### src/sv/cnv3_pkg.sv
package cnv3_pkg;

  localparam int MAX_WIDTH   = 1024;
  localparam int COL_W       = $clog2(MAX_WIDTH);
  localparam int WID_W       = COL_W + 1;
  localparam int HGT_W       = 16;
  localparam int ROW_W       = HGT_W + 1;
  localparam int EMIT_W      = 26;
  localparam int TOTAL_W     = WID_W + HGT_W;
  localparam int DIV_W       = 16;
  localparam int ACC_W       = 20;
  localparam int QUOT_W      = ACC_W - 1;
  localparam int QUEUE_DEPTH = 2;

  typedef enum logic [2:0] {
    REG_IMAGE_WIDTH  = 3'd0,
    REG_IMAGE_HEIGHT = 3'd1,
    REG_COEF_TOP     = 3'd2,
    REG_COEF_MID     = 3'd3,
    REG_COEF_BOTTOM  = 3'd4,
    REG_DIVISOR      = 3'd5
  } reg_idx_t;

  typedef enum logic {
    CMD_PIXEL = 1'b0,
    CMD_DRAIN = 1'b1
  } cmd_t;

  typedef logic [23:0] pix_t;

  typedef struct packed {
    logic       cmd;
    logic [7:0] in_blue;
    logic [7:0] in_green;
    logic [7:0] in_red;
  } in_item_t;

  typedef struct packed {
    logic [7:0] out_blue;
    logic [7:0] out_green;
    logic [7:0] out_red;
    logic       frame_end;
  } out_item_t;

  typedef struct packed {
    logic           frame_end;
    pix_t [8:0]     px;
  } job_t;

  typedef struct packed {
    logic [WID_W-1:0]    width;
    logic [HGT_W-1:0]    height;
    logic [TOTAL_W-1:0]  total;
    logic [2:0][23:0]    coef;
    logic [DIV_W-1:0]    divisor;
  } cfg_t;

  typedef struct packed {
    logic full;
    logic empty;
  } q_stat_t;

  typedef enum logic [1:0] {
    F_IDLE,
    F_READ,
    F_EXEC
  } front_state_t;

  typedef enum logic [2:0] {
    B_IDLE,
    B_MAC,
    B_PREP,
    B_DIV,
    B_OUT
  } back_state_t;

endpackage

### src/sv/cnv3_back.sv
module cnv3_back (
  input  logic                clk,
  input  logic                rst,
  input  cnv3_pkg::cfg_t      cfg,
  input  cnv3_pkg::q_stat_t   qstat,
  output logic                pop,
  input  cnv3_pkg::job_t      job,
  output logic                out_valid,
  input  logic                out_stall,
  output cnv3_pkg::out_item_t out_data
);

  cnv3_pkg::back_state_t state, state_next;
  cnv3_pkg::job_t        jreg;
  logic [3:0]            tap;
  logic [1:0]            trow, tcol;
  logic [4:0]            cnt;
  logic signed [cnv3_pkg::ACC_W-1:0] acc [3];
  logic [cnv3_pkg::QUOT_W-1:0]       dvd [3];
  logic [cnv3_pkg::DIV_W:0]          rem [3];
  logic [2:0]                        neg;

  logic [cnv3_pkg::DIV_W-1:0]        d_eff;
  logic [cnv3_pkg::DIV_W:0]          d_ext;
  cnv3_pkg::pix_t                    px;
  logic [23:0]                       coef_row;
  logic signed [7:0]                 wt;
  logic signed [16:0]                prod [3];
  logic [cnv3_pkg::DIV_W:0]          trial [3];
  logic [2:0]                        ge;
  logic [7:0]                        chan [3];
  logic                              mac_last, div_last;

  assign pop       = (state == cnv3_pkg::B_IDLE) && !qstat.empty;
  assign out_valid = (state == cnv3_pkg::B_OUT);
  assign mac_last  = (tap == 4'd8);
  assign div_last  = (cnt == 5'(cnv3_pkg::QUOT_W - 1));

  always_comb begin
    d_eff    = (cfg.divisor == '0) ? cnv3_pkg::DIV_W'(1) : cfg.divisor;
    d_ext    = {1'b0, d_eff};
    px       = jreg.px[tap];
    coef_row = cfg.coef[trow];
    wt       = $signed(coef_row[tcol*8 +: 8]);
    for (int ch = 0; ch < 3; ch++) begin
      prod[ch]  = $signed({1'b0, px[ch*8 +: 8]}) * wt;
      trial[ch] = {rem[ch][cnv3_pkg::DIV_W-1:0], dvd[ch][cnv3_pkg::QUOT_W-1]};
      ge[ch]    = (trial[ch] >= d_ext);
      // A negative sum truncates to zero or below, so it always clamps to zero.
      if (neg[ch]) begin
        chan[ch] = 8'd0;
      end else if (dvd[ch] > cnv3_pkg::QUOT_W'(255)) begin
        chan[ch] = 8'd255;
      end else begin
        chan[ch] = dvd[ch][7:0];
      end
    end
    out_data.out_blue  = chan[0];
    out_data.out_green = chan[1];
    out_data.out_red   = chan[2];
    out_data.frame_end = jreg.frame_end;
  end

  always_comb begin
    state_next = state;
    unique case (state)
      cnv3_pkg::B_IDLE: if (!qstat.empty) state_next = cnv3_pkg::B_MAC;
      cnv3_pkg::B_MAC:  if (mac_last) state_next = cnv3_pkg::B_PREP;
      cnv3_pkg::B_PREP: state_next = cnv3_pkg::B_DIV;
      cnv3_pkg::B_DIV:  if (div_last) state_next = cnv3_pkg::B_OUT;
      cnv3_pkg::B_OUT:  if (!out_stall) state_next = cnv3_pkg::B_IDLE;
      default:          state_next = cnv3_pkg::B_IDLE;
    endcase
  end

  always_ff @(posedge clk) begin
    if (pop) jreg <= job;
    unique case (state)
      cnv3_pkg::B_IDLE: begin
        tap  <= '0;
        trow <= '0;
        tcol <= '0;
        for (int ch = 0; ch < 3; ch++) acc[ch] <= '0;
      end
      cnv3_pkg::B_MAC: begin
        for (int ch = 0; ch < 3; ch++) begin
          acc[ch] <= acc[ch] + cnv3_pkg::ACC_W'(prod[ch]);
        end
        tap <= tap + 4'd1;
        if (tcol == 2'd2) begin
          tcol <= '0;
          trow <= trow + 2'd1;
        end else begin
          tcol <= tcol + 2'd1;
        end
      end
      cnv3_pkg::B_PREP: begin
        cnt <= '0;
        for (int ch = 0; ch < 3; ch++) begin
          neg[ch] <= acc[ch][cnv3_pkg::ACC_W-1];
          dvd[ch] <= acc[ch][cnv3_pkg::QUOT_W-1:0];
          rem[ch] <= '0;
        end
      end
      cnv3_pkg::B_DIV: begin
        cnt <= cnt + 5'd1;
        for (int ch = 0; ch < 3; ch++) begin
          rem[ch] <= ge[ch] ? trial[ch] - d_ext : trial[ch];
          dvd[ch] <= {dvd[ch][cnv3_pkg::QUOT_W-2:0], ge[ch]};
        end
      end
      default: begin
      end
    endcase
  end

  always_ff @(posedge clk) begin
    if (rst) begin
      state <= cnv3_pkg::B_IDLE;
    end else begin
      state <= state_next;
    end
  end

endmodule

### config.mk
export PLATFORM = sky130hd
export DESIGN_NAME = cnv3_back
export DESIGN_NICKNAME = d
export VERILOG_FILES = /design/src/sv/cnv3_pkg.sv /design/src/sv/cnv3_back.sv
export SDC_FILE = /design/constraint.sdc
export NUM_CORES = 1
export LEC_CHECK = 0
export BUFFER_PORTS_ARGS = -buffer_cell sky130_fd_sc_hd__buf_2
export CORE_ASPECT_RATIO = 0.9
export CORE_MARGIN = 2
export CORE_UTILIZATION = 29
export CTS_BUF_LIST = sky130_fd_sc_hd__clkbuf_8
export DETAILED_ROUTE_END_ITERATION = 10
export GPL_TIMING_DRIVEN = 0
export PLACE_DENSITY = 0.49
export SLEW_MARGIN = 20
export SYNTH_ARGS = -nofsm -noshare
export SYNTH_HDL_FRONTEND = slang
export SYNTH_SLANG_ARGS = --single-unit
### constraint.sdc
create_clock -name clk -period 40.9 [get_ports clk]
set_input_delay 4.09 -clock clk [delete_from_list [all_inputs] [get_ports clk]]
set_output_delay 4.09 -clock clk [all_outputs]
set_load 0.01 [all_outputs]
# Word-level counts from Yosys, hierarchy flattened
# Memories as Yosys holds them, arrays and structs flattened.
# Index checks and enable logic that the tools add are counted.
# totals
register_bits	236
ramBits	168
inputBits	364
elab_cells	112
mem_count	3
# mem_list
name	words	width	rd	rd_ports_with_merged_regs	wr	line	rtl
acc	3	20	3	0	3	cnv3_back.sv:18	logic signed [cnv3_pkg::ACC_W-1:0] acc [3];
dvd	3	19	3	0	3	cnv3_back.sv:19	logic [cnv3_pkg::QUOT_W-1:0] dvd [3];
rem	3	17	3	0	3	cnv3_back.sv:20	logic [cnv3_pkg::DIV_W:0] rem [3];
# op_classes
add_sub_neg	10
mul	3
order_cmp	8
n_eq_ne	12
n_shift	1
mux	42
n_bitwise	9
reduce_logical	8
# ops
operator	count
$mux W17	6
$bmux W24 S4	1
$add A20 B17 Y20	3
$mux W20	3
$gt A19 B8 Y1 const B	3
$mux W19	3
$ge A17 B16 Y1	3
$mul A9 B8 Y17	3
$sub A17 B16 Y17	3
$bmux W24 S2	1
$mux W24	2
$mux W8	6
$shiftx A24 B6 Y8	1
$logic_not A16 Y1	1
$mux W16	1
$pmux W3 S5	1
$mux W3	4
$ne A2 B2 Y1 const B	5
$pmux W5 S2	1
$or A1 B1 Y1	9
$mux W1	8
$pmux W2 S2	2
$pmux W4 S2	1
$eq A3 B2 Y1 const B	2
other kinds (17)	20

# Logic depth before layout (Yosys ltp)
# depth
depth_word	6
mapped_depth	28
ltp_nobuf	26

# Worst setup path before layout
# No wires, ideal clock.
# synth_path
kind	input to output
startpoint	in qstat[0] in the netlist's numbering
endpoint	out pop
t_arrival_ps	24694
required_ps	36810
setup_slack_ps	12116
cell_stages	1
path_cell_list	nor4_1
# synth_via
elab_chain_cells	2
# synth_lines
item	line	rtl
from (decl)	cnv3_back.sv:5	input cnv3_pkg::q_stat_t qstat,
$logic_not A1 Y1	--	
$logic_and A1 B1 Y1	cnv3_back.sv:34	assign pop = (state == cnv3_pkg::B_IDLE) && !qstat.empty;
to (decl)	cnv3_back.sv:6	output logic pop,
# Every way passes these cells.

==> impl_metrics.tcl <==
set metrics [dict create \
    status "finished, final reports clean" \
    worst-path-buf-inv 4 \
    wirelength_um 79840 \
    grt-ovfl-total 0 \
    fillers 9468 \
    yosys-top-cells-area "edfxtp_1 (44%), fa_1 (12%), ha_1 (11%)" \
    power_w 0.002704 \
    worst_pin_slew_ps 1112 \
    hpwl_um 64300 \
    cp_slowest_cell "a2111oi_0" \
    wire_per_inst_um 19.44 \
    drc 0 \
    mostFrequentLayoutCells "edfxtp_1 (398), buf_2 (378), inv_1 (302)" \
    min_period_ps 11020 \
    die_x_um 326.5 \
    die_h_um 294.2 \
    ys_async_sr_fraction 0 \
    cp_common_cell "fa_1" \
    post-cts-setup-buffers 0 \
    hold_end "neg[2]" \
    crit_arrival_ps 11430 \
    setup_viol 0 \
    synth-seq-area-share 0.4426 \
    dp_slack_ps 29290 \
    power.density_nw_per_um2 84.04 \
    layout_commonest_cell "edfxtp_1" \
    reg2reg_setup_slack_ps 32300 \
    avgViaCountPerCell 4.644 \
    fp-row-count 106 \
    root_buffer "clkbuf_8" \
    slew_viol_final 0 \
    grt_pass1_vias 20056 \
    drtIter0Drc 1052 \
    cp_data_required_time_ps 41310 \
    cts_buffers 72 \
    crit_path_cell_trace "buf_2 -> mux4_2 -> a22oi_1 -> o22a_1 -> clkinv_1 -> buf_2 -> nand2_1 -> fa_1 -> fa_1 -> inv_1 -> fa_1 -> fa_1 -> fa_1 -> ha_1 -> a2111oi_0 -> o31ai_1 -> a21oi_1 -> o21ai_0 -> xnor2_1 -> nor2_1" \
    fin_hold_ws_ps 474.9 \
    synthFlopType "edfxtp_1" \
    ff_latch_area_um2 12010 \
    start_util 0.2923 \
    synth_cell_types 67 \
    fin_ws_ps 29880 \
    area_growth_pct 18.58 \
    antenna_left 0 \
    cpPeakStageDelay_ps 860 \
    path_clk_slew_ps 60 \
    syn_nets 3094 \
    fin_crit_sh 0.2695 \
    multi_input_area_um2 13740 \
    gp_congestion 0.8455 \
    cap_violations 0 \
    dieArea_um2 96050 \
    tritoncts "built" \
    post_cts_resized 0 \
    hp-start "acc[0][59]" \
    hold_violations 0 \
    clkLatencyLatePin_ps 720 \
    syn_inst 2341 \
    rsz0062_at_grt "no" \
    synth_top_area_share 0.4404 \
    hold_path_class "reg -> reg" \
    io_buffers 335 \
    slew-limit-headroom 0.2587 \
    drt_pass1_iterations 5 \
    io_pins 391 \
    crit-reg2reg-launch "trow[1]" \
    fin_worst_skew_ps 50.74 \
    clk_path_buf_depth 3 \
    leakagePower_nw 14.11 \
    start_kind "primary input" \
    crit_family "adder cells" \
    core_um2 92840 \
    r2r-end "acc[0][59]" \
    layout.nets 3548 \
    synth_edf_count 398 \
    hold_path_depth 0 \
    drive_gt1_frac 0.2039 \
    synth_top_cell_by_area "edfxtp_1" \
    cts.sinks 401 \
    ys_warn_count 0 \
    end_kind "register" \
    grt_max_degree 50 \
    crit_fanout 21 \
    h-tree-depth 3 \
    grt_pass1_wl_um 121500 \
    fmax_mhz 90.71 \
    crit_type "in -> reg" \
    grt_antenna_before_repair 32 \
    postSynthAreaPerCell_um2 11.59 \
    cts_hold_buffers 0 \
    rr_worst_depth 21 \
    ir_drop_mv 0.08031 \
    grt_usage 0.1683 \
    dr_total_vias 19067 \
    synth-seq-cells 401 \
    syn-cell-area_um2 27140 \
]
[routing by layer]
layer | vias up | track usage | part of all wire
met5 | - | 0 | 0.0020
met4 | 26 | 0.04889 | 0.024
met2 | 603 | 0.2653 | 0.45
met1 | 9125 | 0.2262 | 0.46
li1 | 9179 | - | -
met3 | 134 | 0.04557 | 0.072
[through the flow]
step | cell area [µm²] | instances | util | TNS (ps)
after floorplan | 27140 | 2341 | - | 0
final | 32180 | 4106 | 0.3466 | 0
after CTS | 32130 | 4091 | 0.3461 | 0
after global placement | 30370 | 3918 | 0.3271 | -920.4
after detailed placement | 30780 | 3963 | 0.3316 | 0
after global routing | 32170 | 4101 | 0.3465 | 0
[synth_stat cells (7+ instances only)]
cell and n:
nor2b_1 20, nand2_1 195, fa_1 156, nand3_1 29, buf_1 8, xor2_1 38, xnor2_1 50, and2_1 13
clkbuf_1 47, nor4_1 15, nor2_1 246, mux2_2 9, and3_1 30, o21ai_0 87, a211oi_1 15, nor3_1 19
edfxtp_1 398, nand2b_1 21, o21a_1 23, a21oi_1 115, ha_1 233, a21o_1 39, o22ai_1 13, mux4_2 56
o31ai_1 7, or2_2 7, mux2i_1 60, buf_2 21, inv_1 277, o21ai_1 9, nand4_1 10
[registers in the layout (all words and copies together) (netlist names)]
register	cells
acc	60
trow	2
out_data	1
neg	3
rem	48
jreg	216
tcol	2
dvd	57
state	3
cnt	5
tap	4
[logic make-up (layout without fill, tap and decap cells)]
family          after synthesis  count (layout)  share of synthesized area
xor+xnor                     88              88                    0.02840
fa+ha+maj                   389             389                     0.2225
mux                         125             125                    0.07234
other cells                   0              15                          0
buf+inv                     360             868                    0.05214
flops                       401             401                     0.4426
compound gates              357             357                    0.08068
simple gates                621             621                     0.1013
[worst max-delay path by stage]
stage               cells past startpoint  slack (ps)      from    endpoint
global route                           20       29600   cfg[55]  acc[0][59]
floorplan                               1       12120  qstat[0]         pop
finish                                 20       29880   cfg[55]  acc[0][59]
CTS                                    20       30030   cfg[55]  acc[0][59]
global placement                        3        -920  qstat[0]         pop
detailed placement                     20       29290   cfg[55]  acc[0][59]
[power breakdown]
part / internal (W) / switching, W / leakage [nW]
combinational: 0.000779 / 0.00102 / 9.36
sequential: 0.000521 / 0.0000167 / 3.97
clock: 0.000179 / 0.000186 / 0.779
total: 0.00148 / 0.00122 / 14.1
[final cells by class]
class | count | share of cell area
Sequential cell | 401 | 0.3732
Inverter | 279 | 0.03254
Buffer | 81 | 0.01155
Clock inverter | 54 | 0.01030
Tap cell | 1242 | 0.04829
Multi-Input combinational cell | 1580 | 0.4271
Clock buffer | 74 | 0.03165
Timing Repair Buffer | 380 | 0.06415
Antenna cell | 15 | 0.001166
No activity file was read; power rests on OpenSTA's default activity.
