$ cat config.mk
export PLATFORM = sky130hd
export DESIGN_NAME = cnv3_queue
export DESIGN_NICKNAME = d
export VERILOG_FILES = /design/src/sv/cnv3_pkg.sv /design/src/sv/cnv3_queue.sv
export SDC_FILE = /design/constraint.sdc
export NUM_CORES = 1
export LEC_CHECK = 0
export ABC_CLOCK_PERIOD_IN_PS = 11200
export BUFFER_PORTS_ARGS = -buffer_cell sky130_fd_sc_hd__buf_2
export CORE_MARGIN = 2
export CORE_UTILIZATION = 47
export CTS_CLUSTER_SIZE = 10
export DETAILED_ROUTE_END_ITERATION = 8
export GPL_TIMING_DRIVEN = 0
export PLACE_DENSITY = 0.79
export SLEW_MARGIN = 20
export SYNTH_ARGS = -nofsm -noshare
export SYNTH_HDL_FRONTEND = slang
export SYNTH_SLANG_ARGS = --single-unit
$ cat constraint.sdc
create_clock -name clk -period 11.2 [get_ports clk]
set_clock_uncertainty 0.15 [all_clocks]
set_input_delay 1.12 -clock clk [delete_from_list [all_inputs] [get_ports clk]]
set_output_delay 1.12 -clock clk [all_outputs]
set_load 0.01 [all_outputs]
$ cat src/sv/cnv3_pkg.sv
package cnv3_pkg;

  localparam int MAX_WIDTH   = 1024;
  localparam int COL_W       = $clog2(MAX_WIDTH);
  localparam int WID_W       = COL_W + 1;
  localparam int HGT_W       = 16;
  localparam int ROW_W       = HGT_W + 1;
  localparam int EMIT_W      = 26;
  localparam int TOTAL_W     = WID_W + HGT_W;
  localparam int DIV_W       = 16;
  localparam int ACC_W       = 20;
  localparam int QUOT_W      = ACC_W - 1;
  localparam int QUEUE_DEPTH = 2;

  typedef enum logic [2:0] {
    REG_IMAGE_WIDTH  = 3'd0,
    REG_IMAGE_HEIGHT = 3'd1,
    REG_COEF_TOP     = 3'd2,
    REG_COEF_MID     = 3'd3,
    REG_COEF_BOTTOM  = 3'd4,
    REG_DIVISOR      = 3'd5
  } reg_idx_t;

  typedef enum logic {
    CMD_PIXEL = 1'b0,
    CMD_DRAIN = 1'b1
  } cmd_t;

  typedef logic [23:0] pix_t;

  typedef struct packed {
    logic       cmd;
    logic [7:0] in_blue;
    logic [7:0] in_green;
    logic [7:0] in_red;
  } in_item_t;

  typedef struct packed {
    logic [7:0] out_blue;
    logic [7:0] out_green;
    logic [7:0] out_red;
    logic       frame_end;
  } out_item_t;

  typedef struct packed {
    logic           frame_end;
    pix_t [8:0]     px;
  } job_t;

  typedef struct packed {
    logic [WID_W-1:0]    width;
    logic [HGT_W-1:0]    height;
    logic [TOTAL_W-1:0]  total;
    logic [2:0][23:0]    coef;
    logic [DIV_W-1:0]    divisor;
  } cfg_t;

  typedef struct packed {
    logic full;
    logic empty;
  } q_stat_t;

  typedef enum logic [1:0] {
    F_IDLE,
    F_READ,
    F_EXEC
  } front_state_t;

  typedef enum logic [2:0] {
    B_IDLE,
    B_MAC,
    B_PREP,
    B_DIV,
    B_OUT
  } back_state_t;

endpackage

$ cat src/sv/cnv3_queue.sv
module cnv3_queue (
  input  logic              clk,
  input  logic              rst,
  input  logic              push,
  input  cnv3_pkg::job_t    wdata,
  input  logic              pop,
  output cnv3_pkg::job_t    rdata,
  output cnv3_pkg::q_stat_t stat
);

  localparam int PTR_W = (cnv3_pkg::QUEUE_DEPTH > 1) ? $clog2(cnv3_pkg::QUEUE_DEPTH) : 1;
  localparam int CNT_W = $clog2(cnv3_pkg::QUEUE_DEPTH + 1);

  cnv3_pkg::job_t    slots [cnv3_pkg::QUEUE_DEPTH];
  logic [PTR_W-1:0]  wp, rp;
  logic [CNT_W-1:0]  count;

  assign rdata      = slots[rp];
  assign stat.full  = (count == CNT_W'(cnv3_pkg::QUEUE_DEPTH));
  assign stat.empty = (count == '0);

  always_ff @(posedge clk) begin
    if (push) slots[wp] <= wdata;
  end

  always_ff @(posedge clk) begin
    if (rst) begin
      wp    <= '0;
      rp    <= '0;
      count <= '0;
    end else begin
      if (push) begin
        wp <= (wp == PTR_W'(cnv3_pkg::QUEUE_DEPTH - 1)) ? '0 : wp + PTR_W'(1);
      end
      if (pop) begin
        rp <= (rp == PTR_W'(cnv3_pkg::QUEUE_DEPTH - 1)) ? '0 : rp + PTR_W'(1);
      end
      if (push && !pop) begin
        count <= count + CNT_W'(1);
      end else if (pop && !push) begin
        count <= count - CNT_W'(1);
      end
    end
  end

endmodule

## After elaboration in Yosys (flattened, before gate mapping)

Memories as Yosys holds them, arrays and structs flattened. A register that Yosys moved wholly into a read port is not among the register bits.
Cells that the tools add are included.

- $add $sub $neg: 4
- Equal/unequal tests: 1
- Muxes and demuxes: 8
- Reduce and logical (&&, ||, !) cells: 6

Operator list:

| kind | number |
|---|---|
| $mux 1 | 6 |
| $mux 2 | 2 |
| $add 1x1->1 const B | 2 |
| $add 2x1->2 const B | 1 |
| $eq 2x2->1 const B | 1 |
| $logic_and 1x1->1 | 2 |
| $logic_not 1->1 | 2 |
| $logic_not 2->1 | 1 |
| $reduce_bool 2->1 | 1 |
| $sub 2x1->2 const B | 1 |

- Flip-flop bits (word level): 4
- Bits in writable memories: 434
- Input port bits: 221
- Output and inout port bits: 219
- Logic and storage cells: 23
- Memories kept: 1

Memory list:

| memory | words | bits a word | rd ports | clocked after Yosys merged registers in | wr ports | line | RTL |
|---|---|---|---|---|---|---|---|
| slots | 2 | 217 | 1 | 1 | 1 | cnv3_queue.sv:14 | `cnv3_pkg::job_t slots [cnv3_pkg::QUEUE_DEPTH];` |

## Depth between registers and ports, before layout

Gate-level depths: netlist (run 1).

- Word-level depth: 4
- Mapped depth: 5
- Depth with buffers taken out: 5

## Worst setup path before layout (run 1)

Ideal clock, no wire load.

- Kind: input to register
- Start: input push
- End: memory slots[0][0] (netlist bit) (enable)
- Library setup time: 824 ps
- Arrival: 10,470 ps
- Data required time: 10,226 ps
- Path slack: -244 ps
- Cell stages on the path: 1
- Buffers on the path: 0
- Cell sequence: nor2b_1

- Word-level cells in the longest chain between the ends: 2

Ends and longest elaborated chain:

| item | line | RTL |
|---|---|---|
| from (decl) | cnv3_queue.sv:4 | `input logic push,` |
| $mux 1 | cnv3_queue.sv:23 | `if (push) slots[wp] <= wdata;` |
| $mux 1 (implied by the code) | cnv3_queue.sv:23 |  |
| to (decl) | cnv3_queue.sv:14 |  |

No other way between the ends.

==> results of run 1 <==
==> Yosys cell counts <==
cell type  count
xnor2_1        2
nor2_1         5
buf_6         16
or3_1          1
edfxtp_1     434
dfxtp_1        5
ha_1           1
mux2_4       130
inv_1          1
xor2_1         2
buf_2          8
a21oi_1        1
nor2b_1        2
mux2_2        87
and2_1         1
o21ai_0        1
==> worst max-delay path by stage <==
stage | endpoint | slack (ps) | cells past startpoint
6_report | rdata[146] | 7950 | 5
2_1_floorplan | slots[0][0]$_DFFE_PP_ | 3840 | 1
5_1_grt | rdata[146] | 7850 | 5
4_1_cts | rdata[146] | 7860 | 5
3_3_place_gp | slots[0][67]$_DFFE_PP_ | 640 | 2
3_5_place_dp | slots[0][69]$_DFFE_PP_ | 7990 | 7
==> power breakdown <==
group / leakage (uW) / total (uW) / switching, uW / internal [uW]
combinational: 0.00339 / 472 / 235 / 237
clock: 0.000670 / 1410 / 566 / 841
sequential: 0.00411 / 1950 / 25.0 / 1920
==> cell type report <==
class                      count  share of cell area, %
antenna                        6                 0.0716
tap                          455                   2.72
multi-input combinational    233                   14.5
timing repair buffer         455                   12.4
sequential                   439                   62.6
inverter                       1                 0.0179
clock inverter                 2                 0.0537
buffer                        24                   1.05
clock buffer                  66                   6.56
==> cell usage in the layout (no fill, tap or decap) <==
master      Yosys  final
diode_2         0      6
dfxtp_1         5      5
and2_4          0      1
clkbuf_16       0     53
buf_2           8    447
clkbuf_1        0     13
mux2_4        130    130
clkinv_1        0      1
a21oi_1         1      1
xnor2_1         2      2
clkinvlp_4      0      1
buf_6          16     16
o21ai_0         1      1
mux2_2         87     87
xor2_1          2      2
edfxtp_1      434    434
or3_1           1      1
nor2b_1         2      1
nor2b_4         0      1
buf_12          0      6
inv_1           1      1
nor2_1          5      5
ha_1            1      1
buf_16          0     10
==> cells by family after synthesis <==
logic type                 Yosys count  share of synthesized area (%)
AOI/OAI and AO/OA                    2                         0.0610
xor gates and xnor gates             4                          0.214
adders and majority gates            1                         0.0763
buffers and inverters               25                           1.37
DFF                                439                           80.1
muxes                              217                           17.9
and+or+nand+nor                      9                          0.267
==> sequential cells by signal, summed over array words and instances (netlist names), named ones only <==
register	cells
wp	1
slots	434
rp	1
count	2
==> metrics by stage <==
stage          setup slack, ps  instances  hold WS [ps]  utilization [%]
5_1_grt                   7850       1680           405             60.8
3_5_place_dp              7990       1607           353             56.8
4_1_cts                   7860       1675           371             60.8
2_1_floorplan             3840        697           311                -
3_3_place_gp               642       1591           336             55.6
6_report                  7950       1681           370             60.8
==> layer usage <==
layer / vias up / routed length, microns / GRT usage (%)
met3: 48 / 3360 / 6.75
met5: - / 57 / 0
met1: 4118 / 12300 / 19.8
li1: 3797 / - / -
met2: 370 / 18200 / 32.7
met4: 8 / 682 / 7.42
==> worst min-delay path, cell delays in order (launching register included) <==
cell and delay, ps:
dfxtp_1 330, o21ai_0 80, a21oi_1 60
==> out/qor.txt, run 1 <==
status: complete, no violations
Max IR drop VDD: 0.179 mV
CTS root buf: clkbuf_16
Netlist Area Pre-Place: 16400 sq um
CP Class: flop to primary output
GRT Overall Usage: 18.4%
sequential area share after synthesis: 80.1%
min-delay src: count[1]$_SDFFE_PP0P_
die width: 191 microns
RR Startpoint: wp$_SDFFE_PP0P_
Yosys top cell area share: 79.5%
I/O pins: 440
Largest stage delay, worst path: 340 ps
Total Wirelength: 34.6 mm
First DRT Iteration DRCs: 315
WHS Path Cells: 2
vias post-DR: 8341
gpl congestion: 0.761
largest net degree at the start of global routing: 50
post-synth cell types: 16
antenna viol nets, final: 0
R2R setup slack: 8900 ps
post-CTS sizing: 0
antenna violations before repair: 9
worst path cell trace: buf_6, buf_6, buf_6, mux2_4, buf_2
ranking of synthesized cells by area: edfxtp_1, mux2_4, mux2_2
DP Area: 19600 sq um
number of synthesized register bits: 439
Cells after Synth: 697
Worst Tran Pin Value: 538 ps
worst r2r dst: slots[1][109]$_DFFE_PP_
first-pass GRT wire length: 49.8 mm
final setup vio count: 0
WHS Endpoint: count[1]$_SDFFE_PP0P_
Slew Limit Fails: 0
Worst setup EP type: primary output
Rows: 68
area delta synth->final: 27.9%
register area: 13100 sq um
Design Area, Final: 21000 sq um
TritonCTS clock tree: built
Period minus WS final: 3250 ps
Die Ht: 191 microns
syn avg cell area: 23.5 sq um
die area: 36400 sq um
Post-CTS Setup Bufs: 0
Pwr Density: 182 nW/um^2
syn nets: 919
number of global-route vias before repair: 8729
worst rel slew slack: 64.1%
crit path DAT: 1980 ps
total gr overflow: 0
highest clock rate: 308 MHz
Crit Path Max Fanout: 10
hold_buf cts: 0
largest buffer count on any clock path: 3
Leak: 0.00818 uW
share of layout cells above drive strength 1: 61.6%
nature of the critical path startpoint: flop
H-tree Lvls: 2
# DRC: 0
fillers: 2415
clock latency at the later pin of the worst-skew pair: 560 ps
total number of yosys warnings: 0
DR WL/cell: 20.6 microns
Hold Fails Final Rpt: 0
total power: 3820 uW
cell depth of the worst flop-to-flop path: 4
cell taking the most area after synthesis: edfxtp_1
Initial Utilization: 47.6%
max_cap viols: 0
nets: 1426
WP buf/inv: 4
period utilization: 29.0%
Required @ worst endpoint: 9930 ps
RSZ-0062 raised after global routing: false
multi-input logic area: 3040 sq um
delay-heaviest family, CP: buffers and inverters
Sink Count: 439
detail-routed via count per cell: 4.96
post-detail-place hpwl: 24.4 mm
most used cell, CP: buf_6
Pre-antenna DRT Iters: 4
core area: 34500 sq um
Reg clk slew, reported paths: 50 ps
# port buffers: 439
TNS Setup: 0 ps
Slowest-stage cell, CP: mux2_4
CTS Buf Count: 50
Min-Delay Path Class: flop to flop
Power figures use the tool's default switching activity.
==> inputs of run 2 (changes only) <==
--- a/config.mk
+++ b/config.mk
@@ -5,7 +5,7 @@
 export SDC_FILE = /design/constraint.sdc
 export NUM_CORES = 1
 export LEC_CHECK = 0
-export ABC_CLOCK_PERIOD_IN_PS = 11200
+export ABC_CLOCK_PERIOD_IN_PS = 2630
 export BUFFER_PORTS_ARGS = -buffer_cell sky130_fd_sc_hd__buf_2
 export CORE_MARGIN = 2
 export CORE_UTILIZATION = 47
==> constraint.sdc (replaced) <==
create_clock -name clk -period 2.63 [get_ports clk]
set_clock_uncertainty 0.15 [all_clocks]
set_input_delay 0.263 -clock clk [delete_from_list [all_inputs] [get_ports clk]]
set_output_delay 0.263 -clock clk [all_outputs]
set_load 0.01 [all_outputs]
==> run 2 against run 1 <==
Register-to-register slack got worse by 8300 ps. Utilization increased by 6.3 points. Worst hold slack got worse by 300 ps. Design area rose by 10%. Sequential share of layout area is 5.9 points lower. Via count up 13%. First-iteration DRC count is 28% higher. Setup slack lost 7700 ps. Critical path type unchanged. Critical endpoint is now rdata[147].
==> out/qor.txt, run 2 (synthesis gave the netlist of run 1 again) <==
Slowest-stage cell, CP: mux2_4
DR WL/cell: 21.1 microns (+2.4%)
period utilization: 91.2%
final setup vio count: 0 (unchanged)
largest net degree at the start of global routing: 55 (+10%)
RSZ-0062 raised after global routing: false
GRT Overall Usage: 21.4% (+2.9 points)
Min-Delay Path Class: primary input to flop
CTS root buf: clkbuf_16
worst path cell trace: buf_6, buf_6, buf_6, mux2_4, buf_2
status: complete, no violations
Switch Pwr: 3720 uW (+350%)
max_cap viols: 0 (unchanged)
commonest cells after routing, fill and taps aside: buf_2, edfxtp_1, dlygate4sd3_1
delay-heaviest family, CP: buffers and inverters
Slew Limit Fails: 0 (unchanged)
core area: 34500 sq um (unchanged)
worst rel slew slack: 50.4% (-14 points)
I/O pins: 440 (unchanged)
non-filler instance count after layout: 1893 (+13%)
switch share: 22.1% (+0.46 points)
Pwr Density: 729 nW/um^2 (+300%)
Die Ht: 191 microns (unchanged)
share of layout cells above drive strength 1: 52.4% (-9.3 points)
dpl cells: 1605 (-0.12%)
Largest register FFs: 434 (unchanged)
number of global-route vias before repair: 10426 (+19%)
clock latency at the later pin of the worst-skew pair: 550 ps (about the same)
CP Class: flop to primary output
total gr overflow: 0 (unchanged)
Hold Fails Final Rpt: 0 (unchanged)
top flop regs: slots x434, count x2
hold slack: 72.1 ps (-298 ps)
Worst setup EP type: primary output
nature of the critical path startpoint: flop
WP buf/inv: 4 (unchanged)
First DRT Iteration DRCs: 403 (+28%)
detail-routed via count per cell: 4.96 (about the same)
die width: 191 microns (unchanged)
post-detail-place hpwl: 23.4 mm (-4.0%)
clock share of power: 37.2% (+0.4 points)
Max IR drop VDD: 0.677 mV (+280%)
Rows: 68 (unchanged)
antenna violations before repair: 4 (-5)
Initial Utilization: 47.6% (unchanged)
vias post-DR: 9384 (+13%)
Crit Path Max Fanout: 10 (unchanged)
die area: 36400 sq um (unchanged)
Sink Count: 439 (unchanged)
Top reg by flops: slots
Period minus WS final: 2400 ps
commonest non-fill, non-tap cell in the layout: buf_2
Largest stage delay, worst path: 350 ps (about the same)
Worst Tran Pin Value: 743 ps (+204 ps)
most used cell, CP: buf_6
area delta synth->final: 41.2%
largest buffer count on any clock path: 3 (unchanged)
# DRC: 0 (unchanged)
highest clock rate: 417 MHz
Leak: 0.00910 uW (+11%)
Required @ worst endpoint: 2220 ps (-7710 ps)
Comb power frac: 13.7% (+1.4 points)
internal power: 13200 uW (+340%)
antenna viol nets, final: 0 (unchanged)
Pre-antenna DRT Iters: 4 (unchanged)
TritonCTS clock tree: built
setup slack after placement: 419 ps (-7570 ps)
CTS Buf Count: 50 (unchanged)
Design Area, Final: 23100 sq um (+10%)
gpl congestion: 0.747 (-1.8%)
post-CTS sizing: 0 (unchanged)
Reg clk slew, reported paths: 50 ps (about the same)
Setup WS post-layout: 231 ps (-7720 ps)
Reg power frac: 49.2% (-1.7 points)
H-tree Lvls: 2 (unchanged)
first-pass GRT wire length: 58.7 mm (+18%)
# port buffers: 439 (unchanged)
Total Wirelength: 39.8 mm (+15%)
nets: 1644 (+15%)
crit path DAT: 1990 ps (about the same)
DP Area: 19500 sq um (-0.28%)
==> run 2: power groups by stage <==
stage / registers (uW) / logic [uW] / clock network, uW
floorplan: 8430 / 1130 / 0
global placement: 8460 / 1870 / 0
detailed placement: 8420 / 2010 / 0
CTS: 8280 / 2290 / 6320
global route: 8320 / 2450 / 6660
finish: 8300 / 2310 / 6270
==> run 2: layout make-up <==
type	count	area, sq um
Buffer	24	220
Tap cell	455	569
Fill cell	2155	11300
Inverter	1	3.75
Multi-Input combinational cell	233	3040
Clock buffer	63	1360
Timing Repair Buffer	673	4740
Clock inverter	3	63.8
Sequential cell	439	13100
Antenna cell	2	5.00
==> run 2: layer usage <==
layer  global-route usage [%]  routed length (microns)  vias up  part of all wire (%)
li1                         -                        -     4221                     -
met1                     23.4                    14400     4656                    36
met2                     39.2                    21100      425                    53
met3                     6.46                     3340       80                   8.4
met4                     7.16                      997        2                   2.5
met5                        0                       13        -                 0.033
==> run 2: per-stage QoR <==
step           utilization (%)  setup TNS, ps  total power, uW
2_1_floorplan                -        -536860             9550
3_3_place_gp              55.6       -1276090            10300
3_5_place_dp              56.6              0            10400
4_1_cts                   67.1              0            16900
5_1_grt                   67.2              0            17400
6_report                  67.2              0            16900
==> run 2: path summary, 6_finish.rpt <==
path | startpoint | endpoint | slack [ps] | depth (start not counted)
setup reg to reg | wp$_SDFFE_PP0P_ | slots[0][92]$_DFFE_PP_ | 560 | 4
hold reg to reg | rp$_SDFFE_PP0P_ | flop | 370 | 2
hold / removal | push | count[0]$_SDFFE_PP0P_ | 70 | 4
setup / recovery | flop | rdata[147] | 230 | 5
==> run 2: worst reg2reg max path: stages, from the launching register on <==
cell     delay, ps
dfxtp_2        340
nor2b_4        590
buf_12         280
buf_12         220
buf_16         180
==> run 2: repair_timing <==
item | CTS | global route
endpoints found under the hold margin | 439 | 0
hold buffers | 220 | 0
buffers inserted | 0 | 0
